<file path="config.mk">
export PLATFORM = sky130hd
export DESIGN_NAME = el1_exception_entry_return
export DESIGN_NICKNAME = d
export VERILOG_FILES = /design/src/sv/el1ex_pkg.sv /design/src/sv/el1_exception_entry_return.sv /design/src/sv/el1ex_in_stage.sv /design/src/sv/el1ex_core.sv /design/src/sv/el1ex_out_stage.sv
export SDC_FILE = /design/constraint.sdc
export NUM_CORES = 1
export LEC_CHECK = 0
export ABC_AREA = 1
export BUFFER_PORTS_ARGS = -buffer_cell sky130_fd_sc_hd__clkbuf_2
export CAP_MARGIN = 20
export CORE_ASPECT_RATIO = 1.1
export CORE_MARGIN = 3
export CORE_UTILIZATION = 30
export CTS_CLUSTER_DIAMETER = 80
export DETAILED_ROUTE_END_ITERATION = 12
export PLACE_DENSITY = 0.53
export SLEW_MARGIN = 25
export SYNTH_ARGS = -nofsm -noshare
export SYNTH_HDL_FRONTEND = slang
export SYNTH_SLANG_ARGS = --single-unit
</file>
<file path="constraint.sdc">
create_clock -name clk -period 5 [get_ports clk]
set_input_delay 1 -clock clk [delete_from_list [all_inputs] [get_ports clk]]
set_output_delay 1 -clock clk [all_outputs]
set_load 0.005 [all_outputs]
</file>
<file path="src/sv/el1ex_pkg.sv">
// Shared types, codes and helpers for the EL0/EL1 exception entry/return block.
// No dependencies; every module of the block imports this package.
package el1ex_pkg;

  // Command codes
  localparam logic CMD_TAKE   = 1'b0;
  localparam logic CMD_RETURN = 1'b1;

  // SPSR M[4:0] encodings
  localparam logic [4:0] MODE_EL0T = 5'b00000;
  localparam logic [4:0] MODE_EL1T = 5'b00100;
  localparam logic [4:0] MODE_EL1H = 5'b00101;

  // Vector table offsets
  localparam logic [63:0] OFF_CUR_SP0 = 64'h000;
  localparam logic [63:0] OFF_CUR_SPX = 64'h200;
  localparam logic [63:0] OFF_LOWER   = 64'h400;

  // All DAIF bits set on entry
  localparam logic [3:0] DAIF_ALL = 4'hF;

  // Exception classes that capture a fault address
  localparam logic [5:0] EC_IABT_LOW  = 6'h20;
  localparam logic [5:0] EC_IABT_CUR  = 6'h21;
  localparam logic [5:0] EC_PC_ALIGN  = 6'h22;
  localparam logic [5:0] EC_DABT_LOW  = 6'h24;
  localparam logic [5:0] EC_DABT_CUR  = 6'h25;
  localparam logic [5:0] EC_SP_ALIGN  = 6'h26;

  // One command beat
  typedef struct packed {
    logic        command;
    logic [5:0]  exception_class;
    logic [24:0] syndrome;
    logic [63:0] fault_address;
    logic [63:0] return_address;
    logic [63:0] saved_status;
  } in_item_t;

  // One result beat
  typedef struct packed {
    logic        accepted;
    logic [63:0] program_counter;
    logic        exception_level;
    logic        stack_select;
    logic [3:0]  condition_flags;
    logic [3:0]  interrupt_masks;
    logic [63:0] status_saved;
    logic [63:0] link_saved;
    logic [31:0] syndrome_saved;
    logic [63:0] fault_saved;
  } out_item_t;

  // True for the abort and alignment classes
  function automatic logic class_has_address(input logic [5:0] ec);
    return (ec == EC_IABT_LOW) || (ec == EC_IABT_CUR) || (ec == EC_PC_ALIGN) ||
           (ec == EC_DABT_LOW) || (ec == EC_DABT_CUR) || (ec == EC_SP_ALIGN);
  endfunction

endpackage

</file>
<file path="src/sv/el1_exception_entry_return.sv">
// EL0/EL1 exception entry and return unit. Each command beat (take an
// exception or return with a given SPSR) updates the processor state held
// here and yields one result beat with the state after the command. A command
// passes an input register and then a result register before its result is
// offered, and one command is taken every cycle while out_stall does not hold
// the result register: the state feedback through the core logic is combinational.
// cfg_ready is always high; write vector_base only while no command is
// in flight. Depends on el1ex_pkg, el1ex_in_stage, el1ex_core, el1ex_out_stage.
module el1_exception_entry_return
  import el1ex_pkg::*;
(
  input  logic        clk,
  input  logic        rst_n,
  input  logic        in_valid,
  output logic        in_stall,
  input  in_item_t    in_item,
  output logic        out_valid,
  input  logic        out_stall,
  output out_item_t   out_item,
  input  logic        cfg_valid,
  output logic        cfg_ready,
  input  logic [63:0] cfg_data
);

  logic      advance;
  logic      hold_valid;
  in_item_t  hold_item;
  out_item_t result;
  logic      fire;

  // Config writes land at once
  assign cfg_ready = 1'b1;
  // Command moves into the core when the result register has room
  assign fire      = hold_valid && advance;

  el1ex_in_stage u_in (
    .clk        (clk),
    .rst_n      (rst_n),
    .in_valid   (in_valid),
    .in_stall   (in_stall),
    .in_item    (in_item),
    .advance    (advance),
    .hold_valid (hold_valid),
    .hold_item  (hold_item)
  );

  el1ex_core u_core (
    .clk       (clk),
    .rst_n     (rst_n),
    .cfg_valid (cfg_valid),
    .cfg_data  (cfg_data),
    .fire      (fire),
    .cmd       (hold_item),
    .result    (result)
  );

  el1ex_out_stage u_out (
    .clk       (clk),
    .rst_n     (rst_n),
    .fire      (fire),
    .result    (result),
    .advance   (advance),
    .out_valid (out_valid),
    .out_stall (out_stall),
    .out_item  (out_item)
  );

endmodule

</file>
<file path="src/sv/el1ex_in_stage.sv">
// Input register of the exception block: captures one command beat.
// Depends on el1ex_pkg for the command struct.
module el1ex_in_stage
  import el1ex_pkg::*;
(
  input  logic     clk,
  input  logic     rst_n,
  input  logic     in_valid,
  output logic     in_stall,
  input  in_item_t in_item,
  input  logic     advance,
  output logic     hold_valid,
  output in_item_t hold_item
);

  logic     valid_r, valid_nxt;
  in_item_t item_r;
  logic     load;

  // Stall only when a held beat cannot move on this cycle
  assign in_stall   = valid_r && !advance;
  assign load       = in_valid && !in_stall;
  assign hold_valid = valid_r;
  assign hold_item  = item_r;

  // Refill on a new beat, drop when the held beat moves on
  always_comb begin
    valid_nxt = valid_r;
    if (load) begin
      valid_nxt = 1'b1;
    end else if (valid_r && advance) begin
      valid_nxt = 1'b0;
    end
  end

  always_ff @(posedge clk) begin
    if (!rst_n) begin
      valid_r <= 1'b0;
    end else begin
      valid_r <= valid_nxt;
    end
  end

  // Payload needs no reset
  always_ff @(posedge clk) begin
    if (load) begin
      item_r <= in_item;
    end
  end

endmodule

</file>
<file path="src/sv/el1ex_core.sv">
// Processor state and the take/return logic of the exception block.
// Depends on el1ex_pkg for types, mode codes, offsets and class decode.
module el1ex_core
  import el1ex_pkg::*;
(
  input  logic        clk,
  input  logic        rst_n,
  input  logic        cfg_valid,
  input  logic [63:0] cfg_data,
  input  logic        fire,
  input  in_item_t    cmd,
  output out_item_t   result
);

  logic        vbar_r;
  logic [63:0] vector_base_r;
  logic        level_r, level_nxt;
  logic        sel_r, sel_nxt;
  logic [3:0]  flags_r, flags_nxt;
  logic [3:0]  masks_r, masks_nxt;
  logic [63:0] pc_r, pc_nxt;
  logic [63:0] spsr_r, spsr_nxt;
  logic [63:0] elr_r, elr_nxt;
  logic [31:0] esr_r, esr_nxt;
  logic [63:0] far_r, far_nxt;
  logic        ok;
  logic [4:0]  cur_mode;
  logic [63:0] offset;
  logic        ret_el;
  logic        ret_sel;
  logic        ret_mode_ok;

  // Mode and vector offset of the current state
  always_comb begin
    if (!level_r) begin
      cur_mode = MODE_EL0T;
      offset   = OFF_LOWER;
    end else if (sel_r) begin
      cur_mode = MODE_EL1H;
      offset   = OFF_CUR_SPX;
    end else begin
      cur_mode = MODE_EL1T;
      offset   = OFF_CUR_SP0;
    end
  end

  // Decode the target mode of a return; AArch32 and EL2/EL3 fall to default
  always_comb begin
    ret_el      = 1'b0;
    ret_sel     = 1'b0;
    ret_mode_ok = 1'b1;
    case (cmd.saved_status[4:0])
      MODE_EL0T: begin
        ret_el  = 1'b0;
        ret_sel = 1'b0;
      end
      MODE_EL1T: begin
        ret_el  = 1'b1;
        ret_sel = 1'b0;
      end
      MODE_EL1H: begin
        ret_el  = 1'b1;
        ret_sel = 1'b1;
      end
      default: begin
        ret_mode_ok = 1'b0;
      end
    endcase
  end

  // Next architectural state for the command in hand
  always_comb begin
    level_nxt = level_r;
    sel_nxt   = sel_r;
    flags_nxt = flags_r;
    masks_nxt = masks_r;
    pc_nxt    = pc_r;
    spsr_nxt  = spsr_r;
    elr_nxt   = elr_r;
    esr_nxt   = esr_r;
    far_nxt   = far_r;
    ok        = 1'b1;
    if (cmd.command == CMD_TAKE) begin
      spsr_nxt  = {32'h0, flags_r, 18'h0, masks_r, 1'b0, cur_mode};
      elr_nxt   = cmd.return_address;
      esr_nxt   = {cmd.exception_class, 1'b1, cmd.syndrome};
      if (class_has_address(cmd.exception_class)) begin
        far_nxt = cmd.fault_address;
      end
      level_nxt = 1'b1;
      sel_nxt   = 1'b1;
      masks_nxt = DAIF_ALL;
      pc_nxt    = vector_base_r + offset;
    end else begin
      // Reject unknown modes and a return to a higher level
      ok = ret_mode_ok && !(ret_el && !level_r);
      if (ok) begin
        flags_nxt = cmd.saved_status[31:28];
        masks_nxt = cmd.saved_status[9:6];
        level_nxt = ret_el;
        sel_nxt   = ret_sel;
      end
    end
  end

  // Result shows the state after the command
  always_comb begin
    result.accepted        = ok;
    result.program_counter = pc_nxt;
    result.exception_level = level_nxt;
    result.stack_select    = sel_nxt;
    result.condition_flags = flags_nxt;
    result.interrupt_masks = masks_nxt;
    result.status_saved    = spsr_nxt;
    result.link_saved      = elr_nxt;
    result.syndrome_saved  = esr_nxt;
    result.fault_saved     = far_nxt;
  end

  // Hold state; advance on each command beat, take vector base writes
  always_ff @(posedge clk) begin
    if (!rst_n) begin
      vbar_r        <= 1'b0;
      vector_base_r <= 64'h0;
      level_r       <= 1'b0;
      sel_r         <= 1'b0;
      flags_r       <= 4'h0;
      masks_r       <= 4'h0;
      pc_r          <= 64'h0;
      spsr_r        <= 64'h0;
      elr_r         <= 64'h0;
      esr_r         <= 32'h0;
      far_r         <= 64'h0;
    end else begin
      vbar_r <= cfg_valid;
      if (cfg_valid) begin
        vector_base_r <= cfg_data;
      end
      if (fire) begin
        level_r <= level_nxt;
        sel_r   <= sel_nxt;
        flags_r <= flags_nxt;
        masks_r <= masks_nxt;
        pc_r    <= pc_nxt;
        spsr_r  <= spsr_nxt;
        elr_r   <= elr_nxt;
        esr_r   <= esr_nxt;
        far_r   <= far_nxt;
      end
    end
  end

  // A taken exception always lands in EL1h with DAIF masked
  a_take_enters_el1h: assert property (@(posedge clk) disable iff (!rst_n)
    fire && (cmd.command == CMD_TAKE) |=> level_r && sel_r && (masks_r == DAIF_ALL))
    else $error("take did not enter EL1h with DAIF masked");

  // A rejected return leaves the processor state alone
  a_reject_holds: assert property (@(posedge clk) disable iff (!rst_n)
    fire && !ok |=> $stable(level_r) && $stable(sel_r) && $stable(flags_r) &&
                    $stable(masks_r) && $stable(pc_r))
    else $error("rejected return changed state");

  // ESR always carries IL=1 after a take
  a_esr_il: assert property (@(posedge clk) disable iff (!rst_n)
    fire && (cmd.command == CMD_TAKE) |=> esr_r[25])
    else $error("ESR IL bit clear after take");

  // Returns never move the PC
  a_return_keeps_pc: assert property (@(posedge clk) disable iff (!rst_n)
    fire && (cmd.command == CMD_RETURN) |=> $stable(pc_r))
    else $error("exception return changed the PC");

  // Vector base write marker tracks the config channel
  a_cfg_seen: assert property (@(posedge clk) disable iff (!rst_n)
    cfg_valid |=> vbar_r && (vector_base_r == $past(cfg_data)))
    else $error("vector base write lost");

endmodule

</file>
<file path="src/sv/el1ex_out_stage.sv">
// Result register of the exception block: holds one result beat under stall.
// Depends on el1ex_pkg for the result struct.
module el1ex_out_stage
  import el1ex_pkg::*;
(
  input  logic      clk,
  input  logic      rst_n,
  input  logic      fire,
  input  out_item_t result,
  output logic      advance,
  output logic      out_valid,
  input  logic      out_stall,
  output out_item_t out_item
);

  logic      valid_r;
  out_item_t item_r;

  // Register is free when empty or being drained this cycle
  assign advance   = !valid_r || !out_stall;
  assign out_valid = valid_r;
  assign out_item  = item_r;

  always_ff @(posedge clk) begin
    if (!rst_n) begin
      valid_r <= 1'b0;
    end else if (advance) begin
      valid_r <= fire;
    end
  end

  // Capture a new result beat
  always_ff @(posedge clk) begin
    if (fire) begin
      item_r <= result;
    end
  end

endmodule
</file>
Yosys cells after proc, flatten, opt, wreduce, memory -nomap -nowiden
Cells that the tools add are included.
- add/subtract/negate cells: 1
- equality and inequality tests: 8
- mux-type cells: 23
- reduce and logical (&&, ||, !) cells: 21
- operators by type and width (cell ; number):
    2-to-1 mux 64 bit ; 6
    adder 64 bit ; 1
    equality test 6 bit, second input constant ; 6
    2-to-1 mux 32 bit ; 1
    2-to-1 mux 4 bit ; 4
    equality test 5 x 3 -> 1 bit, second input constant ; 2
    2-to-1 mux 1 bit ; 10
    2-to-1 mux 10 bit ; 1
    zero test 1 bit ; 6
    logical OR 1 bit ; 6
    logical AND 1 bit ; 5
    zero test 5 bit ; 1
    2-to-1 mux 5 bit ; 1
    OR reduction 3 bit ; 1
    nonzero test 2 bit ; 1
    OR reduction 2 bit ; 1
- flip-flop bits (word level): 855
- input bits: 293
- output and inout port bits: 302
- logic and storage cells: 81

Logic depth before layout (Yosys ltp)
- depth in word-level cells: 8
- mapped depth: 13

By module
From an unflattened synthesis, not the netlist that was laid out.
- cells, all modules: 3337
- area total of the unflattened synthesis: 33668.5 µm²
- modules (own cells, without submodules) (module ; times used ; cells each ; area an instance (µm²)):
    el1ex_core ; 1 ; 2797 ; 17852.1
    el1ex_out_stage ; 1 ; 304 ; 9021.2
    el1ex_in_stage ; 1 ; 232 ; 6776.5
    el1_exception_entry_return ; 1 ; 4 ; 18.8

Least setup slack after synthesis
No wires, ideal clock.
- path type: input -> register
- from: input port out_stall
- to: register u_in.item_r (netlist bit u_in.hold_item[0]) (enable)
- library setup time: 0.526 ns
- data arrival time: 4.607 ns
- required time: 4.474 ns
- setup slack: -0.132 ns
- cell stages on the path: 5
- buffers on the path: 0
- cells stage by stage: nand2_1 > nor2_1 > inv_1 > nand2_1 > inv_1
- cells in the longest elaborated chain, start to end: 6
- ends and longest elaborated chain (item ; RTL line ; source):
    from (decl) ; el1_exception_entry_return.sv:18 ; input logic out_stall,
    zero test 1 bit ; el1ex_out_stage.sv:20 ; assign advance = !valid_r || !out_stall;
    logical OR 1 bit ; el1ex_out_stage.sv:20 ;
    zero test 1 bit ; el1ex_in_stage.sv:21 ; assign in_stall = valid_r && !advance;
    logical AND 1 bit ; el1ex_in_stage.sv:21 ;
    net in_stall ; el1_exception_entry_return.sv:15 ; output logic in_stall,
    zero test 1 bit ; el1ex_in_stage.sv:22 ; assign load = in_valid && !in_stall;
    logical AND 1 bit ; el1ex_in_stage.sv:22 ;
    net u_in.load ; el1ex_in_stage.sv:18 ; logic load;
    to (signal assigned) ; el1ex_in_stage.sv:47 ; item_r <= in_item;
    to (decl) ; el1ex_in_stage.sv:17 ; in_item_t item_r;
The timed path passes the listed nets, and every way through them passes these cells.
A chain may end at the register's enable or synchronous reset.

==> impl_metrics.yaml <==
setup_path:
  path_class: "flip-flop to flip-flop"
  r2r_slack_ns: 2.00
  slowest_delay_ns: 0.65
  crit_buf_inv: 3
  start_kind: "flip-flop"
  cpMaxStageDelayCell: "nor3_1"
  endpoint_kind: "flip-flop"
  critPathTopFamily: "simple AND/OR/NAND/NOR gates"
  required_ns: 5.35
  worst-path-max-fanout: 5
  cp.arrival_ns: 3.36
  path_cells: "nand2_1 -> inv_1 -> ha_1 -> fa_1 -> inv_2 -> nor2_8 -> inv_1 -> nor3_1 -> nand3_1 -> nand3_1 -> o21ai_0"
timing:
  grt_setup_unrepaired: "false"
  finalCriticalPeriod_ns: 3.00
  max_slew.worst_pin.slew_ns: 1.17
  timing.slew.headroom: 0.221
  post-route-period-util: 0.601
  slew_violations: 0
  max_freq_mhz: 333
  fin_skew_ns: 0.0276
  fin_tns_setup_ns: 0
  hold_viol: 0
  hold_slack_ns: 0.445
  finalSetupViolCount: 0
flow_run:
  cap_violations: 0
grt:
  grt_max_degree: 187
  gr-usage-all-layers: 0.157
  antenna_found_initial: 10
  grt-ovfl-total: 0
  first_global_vias: 21800
  grt_pass1_wl_um: 133000
hold_path:
  hold_path.class: "flip-flop to flip-flop"
layout:
  syn_to_final_growth_pct: 22.3
  final_common_cell: "clkbuf_2"
  design_area_um2: 39100
  final_nets: 3970
  layout_common_cells: "clkbuf_2, inv_1, nand2_1, edfxtp_1, o21ai_0"
  drive_gt1_frac: 0.198
run_status:
  status: "completed"
pwr:
  pwr-share-comb: 0.070
  p_sw_uw: 3760
  power_switching_share: 0.236
  irDropWorstVdd_v: 0.000301
  powerDensity_nw_per_um2: 408
  p_clk_frac: 0.437
  p_int_uw: 12200
  leakage_uw: 0.0167
  seqPwrFrac: 0.494
  fin_total_pwr_uw: 15900
synthesis:
  syn_nets: 3485
  synth_top_area_share: 0.444
  synth_top_area_cell: "edfxtp_1"
  syn_inst: 3189
  ys_seq_elements: 836
  netlist_area_um2: 32000
  ys_top_cells_by_area: "edfxtp_1, dfxtp_1, o21ai_0, inv_1, nand2_1"
  ys_seq_area_frac: 0.672
  ys_types: 35
  syn_area_per_cell_um2: 10.0
  yosysWarningCount: 0
die:
  fp.coreArea_um2: 105000
  rows: 124
  pin_count: 595
  die_area_um2: 110000
  die_h_um: 348
  fp.dieW_um: 317
  initial_core_util: 0.305
placement:
  place_congestion: 0.910
  io_buffers: 542
  dp_hpwl_um: 58600
  placed_cell_area_um2: 35900
cts:
  htree_levels: 3
  clk_path_buf_depth: 3
  root_buffer: "clkbuf_16"
  worstSkewPairLatency_ns: 0.66
  cts.repair.resized: 0
  cts.sink_count: 836
  tritoncts: "built"
  cts_hold_buf: 0
  cts_made_buffers: 93
  path_clk_slew_ns: 0.06
  postCtsSetupRepairBufs: 0
drt:
  ant_nets: 0
  drt_iter0_drc: 1739
  wire_per_inst_um: 17.3
  drc_errors: 0
  via_per_inst: 4.48
  wirelength_um: 88800
  drt_pass1_iterations: 5
  vias: 23100
logic make-up after synthesis:
family / count (synthesis) / share of synthesized area
xor gates and xnor gates: 27 / 0.00740
DFF: 836 / 0.672
AOI/OAI and AO/OA: 765 / 0.122
other: 1 / 0.000117
buffers and inverters: 671 / 0.0834
adders and majority gates: 3 / 0.00141
and+or+nand+nor: 886 / 0.114
Yosys cell counts, drive strengths merged:
cell type,instances
o21bai,1
conb,1
xor2,19
a21oi,314
o21ai,419
dfxtp,364
or2,1
nor3,6
nand2,494
clkinv,1
buf,73
edfxtp,472
clkbuf,100
ha,2
a31oi,10
nand4,16
nand3b,1
xnor2,8
inv,497
nand3,119
nor2,249
fa,1
o211ai,3
o21a,18
worst reg2reg max path: stages, from the launching register on:
cell and delay, ns:
dfxtp_1 0.36, nand2_1 0.11, inv_1 0.12, ha_1 0.28, fa_1 0.38, inv_2 0.13, nor2_8 0.17, inv_1 0.08
nor3_1 0.65, nand3_1 0.15, nand3_1 0.13, o21ai_0 0.14
area by class of cell:
cell class                 count  area [µm²]
antenna                        4        10.0
clock buffer                 124        2610
clock inverter                50         531
fill                       10400       65700
inverter                     498        1890
multi-input combinational   1682        7840
sequential                   836       21500
tap                         1386        1730
timing repair buffer         563        3000
flip-flops by register name, summed over array words and instances, names as in the netlist:
name,cells
u_out.out_valid,1
u_core.masks_r,4
u_out.out_item,299
u_core.pc_r,64
u_core.flags_r,4
u_in.hold_valid,1
u_in.hold_item,173
u_core.level_r,1
u_core.vector_base_r,64
u_core.sel_r,1
u_core.elr_r,64
u_core.far_r,64
u_core.esr_r,32
u_core.spsr_r,64
per-stage QoR:
stage           util  instances  setup WS, ns
2_1_floorplan      -       3189         0.654
3_3_place_gp   0.343       4965          1.53
3_5_place_dp   0.343       4965          1.54
4_1_cts        0.373       5139          2.03
5_1_grt        0.373       5139          1.91
6_report       0.373       5143          2.00
power by group through the flow:
stage	Sequential (µW)	Combinational (µW)	Clock (µW)
finish	7870	1110	6960
global route	7900	1270	7470
CTS	7870	1140	7190
detailed placement	8020	1130	0
global placement	8010	1120	0
floorplan	7990	619	0
worst paths after layout:
path	startpoint	cells after the start	to
min reg2reg	u_core.elr_r[42]	2	u_core.elr_r[42]
max	u_core.level_r	11	u_out.out_item[295]
min	u_core.elr_r[42]	2	u_core.elr_r[42]
max reg2reg	u_core.level_r	11	u_out.out_item[295]
routing by layer:
metal  part of all wire  GRT usage
met3              0.084     0.0471
met5            0.00077          0
met4              0.030     0.0560
met1               0.41      0.191
met2               0.48      0.264
No activity file was read; power rests on OpenSTA's default activity.
